File: config.mk
export PLATFORM = sky130hd
export DESIGN_NAME = str_ctrl
export DESIGN_NICKNAME = d
export VERILOG_FILES = /design/src/rtl/core/str_pkg.sv /design/src/rtl/core/str_ctrl.sv
export SDC_FILE = /design/constraint.sdc
export NUM_CORES = 1
export LEC_CHECK = 0
export ABC_AREA = 1
export ABC_CLOCK_PERIOD_IN_PS = 1200
export BUFFER_PORTS_ARGS = -buffer_cell sky130_fd_sc_hd__buf_2
export CORE_AREA = 2 2 39 41
export CTS_CLUSTER_DIAMETER = 150
export DETAILED_ROUTE_END_ITERATION = 7
export DIE_AREA = 0 0 41 43
export PLACE_DENSITY = 0.56
export SETUP_SLACK_MARGIN = 0.15
export SLEW_MARGIN = 0
export SYNTH_ARGS = -nofsm -noshare
export SYNTH_HDL_FRONTEND = slang
export SYNTH_SLANG_ARGS = --single-unit
File: constraint.sdc
create_clock -name clk -period 1.2 [get_ports clk]
set_input_delay 0.06 -clock clk [delete_from_list [all_inputs] [get_ports clk]]
set_output_delay 0.06 -clock clk [all_outputs]
set_load 0.01 [all_outputs]
File: src/rtl/core/str_pkg.sv
// shared types and constants for the segment tree range sum block
package str_pkg;

	localparam int DATA_W = 64;

	// func field codes
	localparam logic FUNC_SET   = 1'b0;
	localparam logic FUNC_QUERY = 1'b1;

	typedef enum logic [2:0] {
		ST_CLEAR,
		ST_IDLE,
		ST_SET_RD,
		ST_SET_WR,
		ST_QRY_LO,
		ST_QRY_HI,
		ST_QRY_FIN
	} state_t;

	// controller to datapath
	typedef struct packed {
		logic clr_wr;
		logic start_set;
		logic start_qry;
		logic sib_rd;
		logic par_wr;
		logic lo_rd;
		logic hi_step;
		logic hi_rd;
		logic out_load;
	} cmd_t;

	// datapath to controller
	typedef struct packed {
		logic clr_last;
		logic at_root;
		logic lo_odd;
		logic hi_odd;
		logic lo_lt_hi;
		logic out_full;
	} status_t;

endpackage

File: src/rtl/core/str_ctrl.sv
// sequencer for clear pass, leaf update walk and range query walk
module str_ctrl
	import str_pkg::*;
(
	input  logic    clk,
	input  logic    arst_n,
	input  logic    in_valid,
	input  logic    in_func,
	output logic    in_ready,
	input  status_t status,
	output cmd_t    cmd
);

	state_t state_q;
	state_t state_nxt;

	always_ff @(posedge clk or negedge arst_n) begin
		if (!arst_n) begin
			state_q <= ST_CLEAR;
		end else begin
			state_q <= state_nxt;
		end
	end

	always_comb begin
		cmd       = '0;
		in_ready  = 1'b0;
		state_nxt = state_q;
		case (state_q)
			ST_CLEAR: begin
				cmd.clr_wr = 1'b1;
				if (status.clr_last) state_nxt = ST_IDLE;
			end
			ST_IDLE: begin
				in_ready = 1'b1;
				if (in_valid) begin
					if (in_func == FUNC_SET) begin
						cmd.start_set = 1'b1;
						state_nxt     = ST_SET_RD;
					end else begin
						cmd.start_qry = 1'b1;
						state_nxt     = ST_QRY_LO;
					end
				end
			end
			ST_SET_RD: begin
				if (status.at_root) begin
					state_nxt = ST_IDLE;
				end else begin
					cmd.sib_rd = 1'b1;
					state_nxt  = ST_SET_WR;
				end
			end
			ST_SET_WR: begin
				cmd.par_wr = 1'b1;
				state_nxt  = ST_SET_RD;
			end
			ST_QRY_LO: begin
				if (status.lo_lt_hi) begin
					cmd.lo_rd = status.lo_odd;
					state_nxt = ST_QRY_HI;
				end else begin
					state_nxt = ST_QRY_FIN;
				end
			end
			ST_QRY_HI: begin
				cmd.hi_step = 1'b1;
				cmd.hi_rd   = status.hi_odd;
				state_nxt   = ST_QRY_LO;
			end
			ST_QRY_FIN: begin
				if (!status.out_full) begin
					cmd.out_load = 1'b1;
					state_nxt    = ST_IDLE;
				end
			end
			default: begin
				state_nxt = ST_CLEAR;
			end
		endcase
	end

endmodule

-- After elaboration in Yosys (flattened, before gate mapping)
Cells that the tools add are included.
- logic and storage cells: 33
- output and inout bits: 10
- flip-flop bits (word level): 3
- input port bits: 10
- reductions and logical operators: 2
- muxes and demuxes: 21
- equal/unequal tests: 9
- operators by type and width (operator ; number):
    3-bit case mux with 7 select lines ; 1
    3-bit two-way mux ; 4
    1-bit two-way mux ; 11
    2-bit two-way mux ; 5
    3-bit == test (second input constant) ; 3
    3-bit by 2-bit == test with 1-bit output (second input constant) ; 2
    2-bit inequality test (second input constant) ; 3
    3-bit by 1-bit == test with 1-bit output (second input constant) ; 1
    3-bit zero test ; 1
    3-bit AND reduction ; 1

-- Logic depth before layout (Yosys ltp)
Gate-level depths: netlist of the first run.
- depth after elaboration: 3
- depth in mapped cells: 8
- mapped depth without buffers: 8

-- Worst setup path after synthesis of the first run
No wires, ideal clock.
- path kind: register to register
- from: register state_q[0]
- to: register state_q[1]
- buffers on the path: 1
- setup slack: 0.175 ns
- cell stages (with the launch flop): 8
- data arrival time: 0.905 ns
- required time: 1.080 ns
- clock period less this slack: 1.025 ns
- setup time: 0.120 ns
- path through: dfrtp_1 > buf_6 > inv_2 > nand4_1 > nand2_1 > nor2_2 > nand2_1 > nand2_1
- longest elaborated chain between the ends: 3
- elaborated cells on any way between the ends: 12
- classes of those cells: eq/ne: 9; mux: 1; reduce/logical: 2
- RTL lines (item ; line ; text):
    start, declared ; str_ctrl.sv:14 ; state_t state_q;
    start signal, assigned ; str_ctrl.sv:21 ; state_q <= state_nxt;
    3-bit == test, or another cell as far along ; str_ctrl.sv:29 ; case (state_q)
    2-bit inequality test (no line) ; - ;
    3-bit AND reduction (no line) ; - ;
Several ways; a longest one is shown, not always the timed one.
A chain may end at the register's enable or synchronous reset.

==> results.cfg, run 1 <==
[synthesis]
synthMuxAreaShare = 0
yosysSeqAreaShare = 0.265
synth-edff-count = 0
synth_simple_gate_area_share = 0.478
netlist.area_leader.share = 0.265
synthTopCellsByCount = nand2_1 (10), inv_1 (7), nor2_1 (5), nor3_1 (5)
synth_ff_type = dfrtp_1
syn_inst = 45
synth_area_per_cell_sq_um = 6.28
synthAdderAreaFrac = 0
synth_xor_xnor_area_share = 0
yosys.area.top_type = dfrtp_1
synth_cell_types = 16
synth_compound_area_frac = 0.0841
synth_fp_nets = 55
ys_async_sr_fraction = 1.00
post-synth-top-count-cell = nand2_1
synth_top_family_by_area = simple AND/OR/NAND/NOR gates
yosysWarnings = 0
netlist_area_sq_um = 283
ys_seq_elements = 3
ys_top_cells_by_area = dfrtp_1 (27%), nand2_1 (13%), inv_1 (9.3%)

[layout]
syn2layout_area_growth_pct = 84.1
regArea_sq_um = 77.6
antenna_cells = 0
fin_nets = 85
fill_cells = 158
drive_gt1_frac = 0.595
multi_input_area_sq_um = 190
largestRegisters = state_q x3
stdcell_area_sq_um = 520
stdcell_count = 90
largest_register_ffs = 3
largest-register = state_q

[sta]
setup_viol = 2
skew_ns = 0.00148
worst_slew_pin_slew_ns = 0.223
period_share = 1.06
period_needed_ns = 1.27
setup_slack_ns = -0.0696
hold_viol_final = 0
drv_slew = 0
rsz0062_at_grt = yes
slew_headroom = 0.850
max_freq_mhz = 788
whs_ns = 0.0548

[setup_path]
end_kind = output pin
cpMaxStageDelayCell = dfrtp_2
crit_type = register to output pin
worst_ep_arrival_time_ns = 1.21
worstPathMaxFanout = 8
rr_startpoint = state_q[0]$_DFFE_PN0P_
worstSetupStartpointType = register
ff2ff_path_depth = 6
worstPathRequired_ns = 1.14
crit_chain = nor4_2, buf_2
slowest_delay_ns = 0.48
timing.rr.end = state_q[1]$_DFFE_PN0P_
reg2reg_slack_ns = 0.07

[floorplanning]
coreArea_sq_um = 1380
initial_core_util = 0.204
die_w_um = 41
rows = 14
io_pins = 20
die_area_sq_um = 1760
die_h_um = 43

[clock_tree]
htree_num_levels = 1
max-clock-path-buffers = 2
clk_latency_ns = 0.23
cts_buffers = 3
root_buffer = clkbuf_4
cts.sinks = 3
clkTransAtPathRegs_ns = 0.03
cts_tree = done

[placement]
dp_cells = 79
gp_congestion = 0.738
io_buffers = 19
dp_slack_ns = 0.0250
placed_area_sq_um = 387
dpl.hpwl_um = 679

[detailed_routing]
vias = 391
drt_wl_total_um = 895
viasPerCell = 4.34
wl_per_cell_um = 9.94
drc_errors = 0
drt_iter0_drc = 10
ant_nets = 0
dr.pass1.iters = 4

[run]
drv_cap = 0

[power_and_ir_drop]
vdd_drop_max_mv = 0.952
power.density_nw_per_um2 = 2150
power_mw = 1.12
p_leak_nw = 0.294

[grt]
grt_pass1_wl_um = 1330
antenna_found_initial = 0
grt_pass1_vias = 346
globalRouteTotalUtil = 0.115
grt-ovfl-total = 0
grt_max_degree = 9

[run_status]
violations = setup timing
status = finished, violations left

[worst_hold_path]
min_path_cells = 2
min_from = in_valid
min_to = state_q[0]$_DFFE_PN0P_
hp-class = input port to register
==> worst max path at each step <==
stage,start,end,slack (ns),cells past startpoint
6_report,state_q[0]$_DFFE_PN0P_,cmd[0],-0.07,2
3_3_place_gp,state_q[0]$_DFFE_PN0P_,state_q[1]$_DFFE_PN0P_,0.08,6
5_1_grt,state_q[0]$_DFFE_PN0P_,cmd[0],-0.10,2
4_1_cts,state_q[0]$_DFFE_PN0P_,cmd[0],0.002,2
3_5_place_dp,state_q[0]$_DFFE_PN0P_,state_q[1]$_DFFE_PN0P_,0.02,6
2_1_floorplan,state_q[0]$_DFFE_PN0P_,state_q[1]$_DFFE_PN0P_,0.18,7
==> final cells by class <==
cell class | count | area share
flip-flops and latches | 3 | 0.149
inverters | 10 | 0.0817
clock buffers | 4 | 0.0505
well taps | 16 | 0.0385
multi-input cells | 31 | 0.365
repair buffers | 26 | 0.315
==> power by group <==
part | total (mW) | leakage (nW) | switching (mW) | internal [mW]
logic | 0.697 | 0.244 | 0.370 | 0.328
clock network | 0.172 | 0.0150 | 0.0477 | 0.124
registers | 0.252 | 0.0354 | 0.100 | 0.152
==> placed cells by master (no fill, tap or decap) <==
master	instances
buf_2	18
buf_4	4
buf_6	3
clkbuf_1	1
clkbuf_4	3
dfrtp_1	1
dfrtp_2	2
dlygate4sd3_1	1
inv_1	6
inv_2	2
inv_4	2
nand2_1	8
nand2_2	2
nand3_1	2
nand3_4	1
nand4_1	1
nor2_1	3
nor2_2	3
nor3_1	2
nor3_2	3
nor3b_1	1
nor4_2	1
o211ai_1	1
o21ai_0	2
o22ai_1	1
==> layer usage <==
metal | GRT usage | wire length (um) | up-vias
li1 | - | - | 203
met1 | 0.129 | 329 | 168
met2 | 0.175 | 457 | 18
met3 | 0.00524 | 93 | 2
met4 | 0.120 | 14 | 0
met5 | 0 | 0 | -
==> repair_timing <==
item / 4_1_cts / 5_1_grt
buffers inserted: 5 / 1
endpoints found under the setup margin: 13 / 13
hold endpoints to repair: 3 / 0
hold buffers: 1 / 0
pin swaps: 1 / 3
resized for setup: 10 / 6
==> cell families (layout without fill, tap and decap cells) <==
kind of cell,Yosys count,in the layout
AO/OA/AOI/OAI,4,4
AND/OR/NAND/NOR,27,27
flip-flops,3,3
buffers and inverters,11,40
==> per-stage QoR <==
stage | util | TNS [ns]
after floorplan | - | 0
after global placement | 0.279 | 0
after detailed placement | 0.279 | 0
after CTS | 0.356 | 0
after global routing | 0.376 | -0.518
final | 0.376 | -0.0798
==> worst max-delay path: cells and delay by family, from the launching register on <==
| kind | cells | cell delay, ns |
|---|---|---|
| buf+inv | 1 | 0.19 |
| simple gates | 1 | 0.31 |
| flops | 1 | 0.48 |
Power figures use the tool's default switching activity.
==> inputs of run 2 (changes only) <==
- TNS_END_PERCENT: unset -> 5
==> results.cfg, run 2 (synthesis gave the netlist of run 1 again) <==
[detailed_routing]
drt_wl_total_um = 863
viasPerCell = 4.30
drt_iter0_drc = 11
ant_nets = 0
vias = 387
dr.pass1.iters = 4
wl_per_cell_um = 9.59
drc_errors = 0

[grt]
met3_usage = 0.00524
top_usage_layer = met2
grt_max_degree = 9
grt_use_met2 = 0.172
grt_pass1_vias = 347
grt-ovfl-total = 0
globalRouteTotalUtil = 0.115
met1_usage = 0.132
antenna_found_initial = 0
grt_pass1_wl_um = 1330

[run_status]
violations = setup timing
status = finished, violations left

[sta]
max_freq_mhz = 832
whs_ns = 0.0601
period_needed_ns = 1.20
worst_slew_pin_slew_ns = 0.212
slew_headroom = 0.857
setup_viol = 1
setup_tns_ns = -0.00144
setup_slack_ns = -0.00144
hold_viol_final = 0
drv_slew = 0
rsz0062_at_grt = yes
period_share = 1.00
skew_ns = 0.00146

[clock_tree]
cts_buffers = 3
clkTransAtPathRegs_ns = 0.03
max-clock-path-buffers = 2
clk_latency_ns = 0.23
htree_num_levels = 1
cts.sinks = 3
root_buffer = clkbuf_4
cts_tree = done

[setup_path]
cp_num_buf_inv = 1
worst_ep_arrival_time_ns = 1.14
critPathTopFamily = flip-flops
cpMaxStageDelayCell = dfrtp_2
slowest_delay_ns = 0.48
end_kind = output pin
worstPathMaxFanout = 8
worstSetupStartpointType = register
crit_chain = nor4_2, buf_2
worstPathRequired_ns = 1.14
crit_type = register to output pin

[power_and_ir_drop]
swShare = 0.470
pwr-share-seq = 0.233
internal_power_uw = 571
power_mw = 1.08
p_leak_nw = 0.293
power.density_nw_per_um2 = 2120
vdd_drop_max_mv = 0.940
p_switching_uw = 506
power_frac_comb = 0.607
pwr-share-clk = 0.160

[run]
drv_cap = 0

[placement]
io_buffers = 19
dpl.hpwl_um = 679
placed_area_sq_um = 387
gp_congestion = 0.738

[layout]
mostFrequentLayoutCell = buf_2
multi_input_area_sq_um = 188
largestRegisters = state_q x3
regArea_sq_um = 77.6
fill_cells = 158
largest_register_ffs = 3
largest-register = state_q
stdcell_area_sq_um = 508
fin_nets = 85
drive_gt1_frac = 0.568
final_cell_mix = buf_2 (19), nand2_1 (8), inv_1 (7), buf_4 (5), nor2_1 (4)
antenna_cells = 0
syn2layout_area_growth_pct = 79.6
finish.utilization = 0.367

[floorplanning]
die_h_um = 43
coreArea_sq_um = 1380
io_pins = 20
rows = 14
die_area_sq_um = 1760
initial_core_util = 0.204
die_w_um = 41

[worst_hold_path]
hp-class = input port to register
-- run 2: cell counts in the layout (fill, tap and decap cells not counted) --
No cell type changed its count.
-- run 2: final timing paths --
kind,slack (ns),cells past startpoint,startpoint,end
worst max-delay path,-0.001,2,state_q[0]$_DFFE_PN0P_,cmd[0]
worst min-delay path,0.06,2,in_valid,state_q[0]$_DFFE_PN0P_
worst max register to register,0.07,6,state_q[0]$_DFFE_PN0P_,state_q[2]$_DFFE_PN0P_
worst min register to register,0.67,3,state_q[1]$_DFFE_PN0P_,state_q[0]$_DFFE_PN0P_
max in group asynchronous,0.92,2,arst_n,state_q[2]$_DFFE_PN0P_
min in group asynchronous,0.16,2,arst_n,state_q[1]$_DFFE_PN0P_
-- run 2: worst register-to-register path, delay by kind of cell (launching register included) --
kind | cells | cell delay, ns
buf+inv | 1 | 0.10
flops | 1 | 0.48
simple gates | 5 | 0.42
-- run 2: through the flow --
step,setup WS (ns),instances
after CTS,0.00203,89
after global routing,-0.0665,90
after floorplan,0.175,45
after detailed placement,0.0250,79
after global placement,0.0824,79
final,-0.00144,90
-- run 2: layer usage --
layer  routed length [um]  part of all wire
met2                  418              0.48
met4                   14             0.016
met1                  354              0.41
met3                   75             0.087
met5                    0                 0
-- run 2: cell type report --
| cell class | instances | share of cell area |
|---|---|---|
| clock buffers | 4 | 0.0517 |
| well taps | 16 | 0.0394 |
| inverters | 10 | 0.0837 |
| flip-flops and latches | 3 | 0.153 |
| multi-input cells | 31 | 0.369 |
| repair buffers | 26 | 0.303 |
-- run 2: power groups by stage --
stage	logic [mW]	registers, mW	clock network (mW)
4_1_cts	0.624	0.239	0.178
3_3_place_gp	0.495	0.230	0
3_5_place_dp	0.497	0.237	0
2_1_floorplan	0.416	0.186	0
5_1_grt	0.731	0.261	0.200
6_report	0.654	0.251	0.172
-- run 2: repair_timing --
item | CTS | global route
endpoints found under the setup margin | 13 | 13
setup buffers | 5 | 1
resized for setup | 7 | 5
hold buffers | 1 | 0
pin swaps | 0 | 2
endpoints found under the hold margin | 3 | 0
==> inputs of run 3 (changes only) <==
- PLACE_DENSITY: 0.56 -> unset
- PLACE_DENSITY_LB_ADDON: unset -> 0.3
==> results.cfg, run 3 (synthesis gave the netlist of run 1 again) <==
[run_status]
status = finished, violations left
violations = setup timing

[setup_path]
worstPathRequired_ns = 1.14
worstSetupStartpointType = register
cp_num_buf_inv = 2
worst_ep_arrival_time_ns = 1.15
worstPathMaxFanout = 7
crit_type = register to output pin
crit_chain = inv_4, nand3_4, nor3_2, buf_2
end_kind = output pin
slowest_delay_ns = 0.46
cpMaxStageDelayCell = dfrtp_2
critPathTopFamily = flip-flops
reg2reg_slack_ns = 0.09

[grt]
grt_max_degree = 9
globalRouteTotalUtil = 0.117
grt_pass1_wl_um = 1330
grt_pass1_vias = 358
grt-ovfl-total = 0
antenna_found_initial = 0

[power_and_ir_drop]
power.density_nw_per_um2 = 2130
internal_power_uw = 528
power_frac_comb = 0.583
pwr-share-seq = 0.236
p_switching_uw = 486
vdd_drop_max_mv = 0.551
power_mw = 1.01
pwr-share-clk = 0.181
p_leak_nw = 0.280
swShare = 0.479

[layout]
final_cell_mix = buf_2 (19), nand2_1 (8), inv_1 (7), nor2_1 (5)
antenna_cells = 0
syn2layout_area_growth_pct = 68.1
finish.utilization = 0.344
largest-register = state_q
fin_nets = 82
stdcell_area_sq_um = 475
largest_register_ffs = 3
mostFrequentLayoutCell = buf_2
drive_gt1_frac = 0.535
largestRegisters = state_q x3

[sta]
drv_slew = 0
skew_ns = 0.00419
rsz0062_at_grt = yes
period_needed_ns = 1.21
setup_tns_ns = -0.00768
max_freq_mhz = 828
hold_viol_final = 0
period_share = 1.01
slew_headroom = 0.867
setup_viol = 1
setup_slack_ns = -0.00768
worst_slew_pin_slew_ns = 0.198

[clock_tree]
clk_latency_ns = 0.24
clkTransAtPathRegs_ns = 0.04
cts_buffers = 3
htree_num_levels = 1
root_buffer = clkbuf_4
cts_tree = done
cts.sinks = 3
max-clock-path-buffers = 2

[placement]
dpl.hpwl_um = 583
placed_area_sq_um = 387
gp_congestion = 0.757
io_buffers = 19

[detailed_routing]
dr.pass1.iters = 2
viasPerCell = 4.32
wl_per_cell_um = 9.20
drc_errors = 0
drt_iter0_drc = 5
vias = 376
ant_nets = 0
drt_wl_total_um = 800

[floorplanning]
coreArea_sq_um = 1380
io_pins = 20
rows = 14
die_area_sq_um = 1760
die_w_um = 41
initial_core_util = 0.204
die_h_um = 43

[run]
drv_cap = 0

[worst_hold_path]
hp-class = input port to register
==> run 3: cell types whose count changed in the layout (fill, tap and decap cells not counted), sizes merged <==
cell / change
buf: -3
==> run 3: power by group through the flow <==
stage / Combinational, mW / Clock [mW] / Sequential [mW]
2_1_floorplan: 0.416 / 0 / 0.186
3_3_place_gp: 0.494 / 0 / 0.233
3_5_place_dp: 0.490 / 0 / 0.235
4_1_cts: 0.589 / 0.189 / 0.238
5_1_grt: 0.669 / 0.189 / 0.250
6_report: 0.591 / 0.183 / 0.239
==> run 3: layout make-up <==
class | instances | area (sq um)
Clock buffer | 4 | 26.3
Timing Repair Buffer | 23 | 128
Fill cell | 152 | 908
Multi-Input combinational cell | 31 | 184
Sequential cell | 3 | 77.6
Inverter | 10 | 40.0
Tap cell | 16 | 20.0
==> run 3: per-stage QoR <==
step           std cells  hold WS (ns)  worst slack (ns)
2_1_floorplan         45        -0.236             0.175
3_3_place_gp          79        -0.143            0.0737
3_5_place_dp          79        -0.142            0.0410
4_1_cts               87        0.0550          -0.00440
5_1_grt               87        0.0792           -0.0823
6_report              87        0.0598          -0.00768
==> run 3: path summary, 6_finish.rpt <==
check | startpoint | end | cells after the start
max reg2reg | state_q[0]$_DFFE_PN0P_ | state_q[1]$_DFFE_PN0P_ | 6
min in group asynchronous | arst_n | state_q[2]$_DFFE_PN0P_ | 2
max | state_q[2]$_DFFE_PN0P_ | cmd[7] | 4
min reg2reg | state_q[1]$_DFFE_PN0P_ | state_q[0]$_DFFE_PN0P_ | 3
min | in_valid | state_q[0]$_DFFE_PN0P_ | 2
max in group asynchronous | arst_n | state_q[0]$_DFFE_PN0P_ | 2
==> run 3: timing repair <==
item	CTS	global route
hold buffers	1	0
pin swaps	3	0
gates cloned	0	0
buffers inserted	3	0
endpoints found under the hold margin	3	0
setup endpoints to repair	13	13
resized for setup	8	1
==> run 3: per-layer routing <==
metal	routed length, um	GRT usage	vias to the layer above
li1	-	-	197
met1	323	0.110	166
met2	416	0.181	11
met3	49	0.0314	2
met4	10	0.120	0
met5	0	0	-
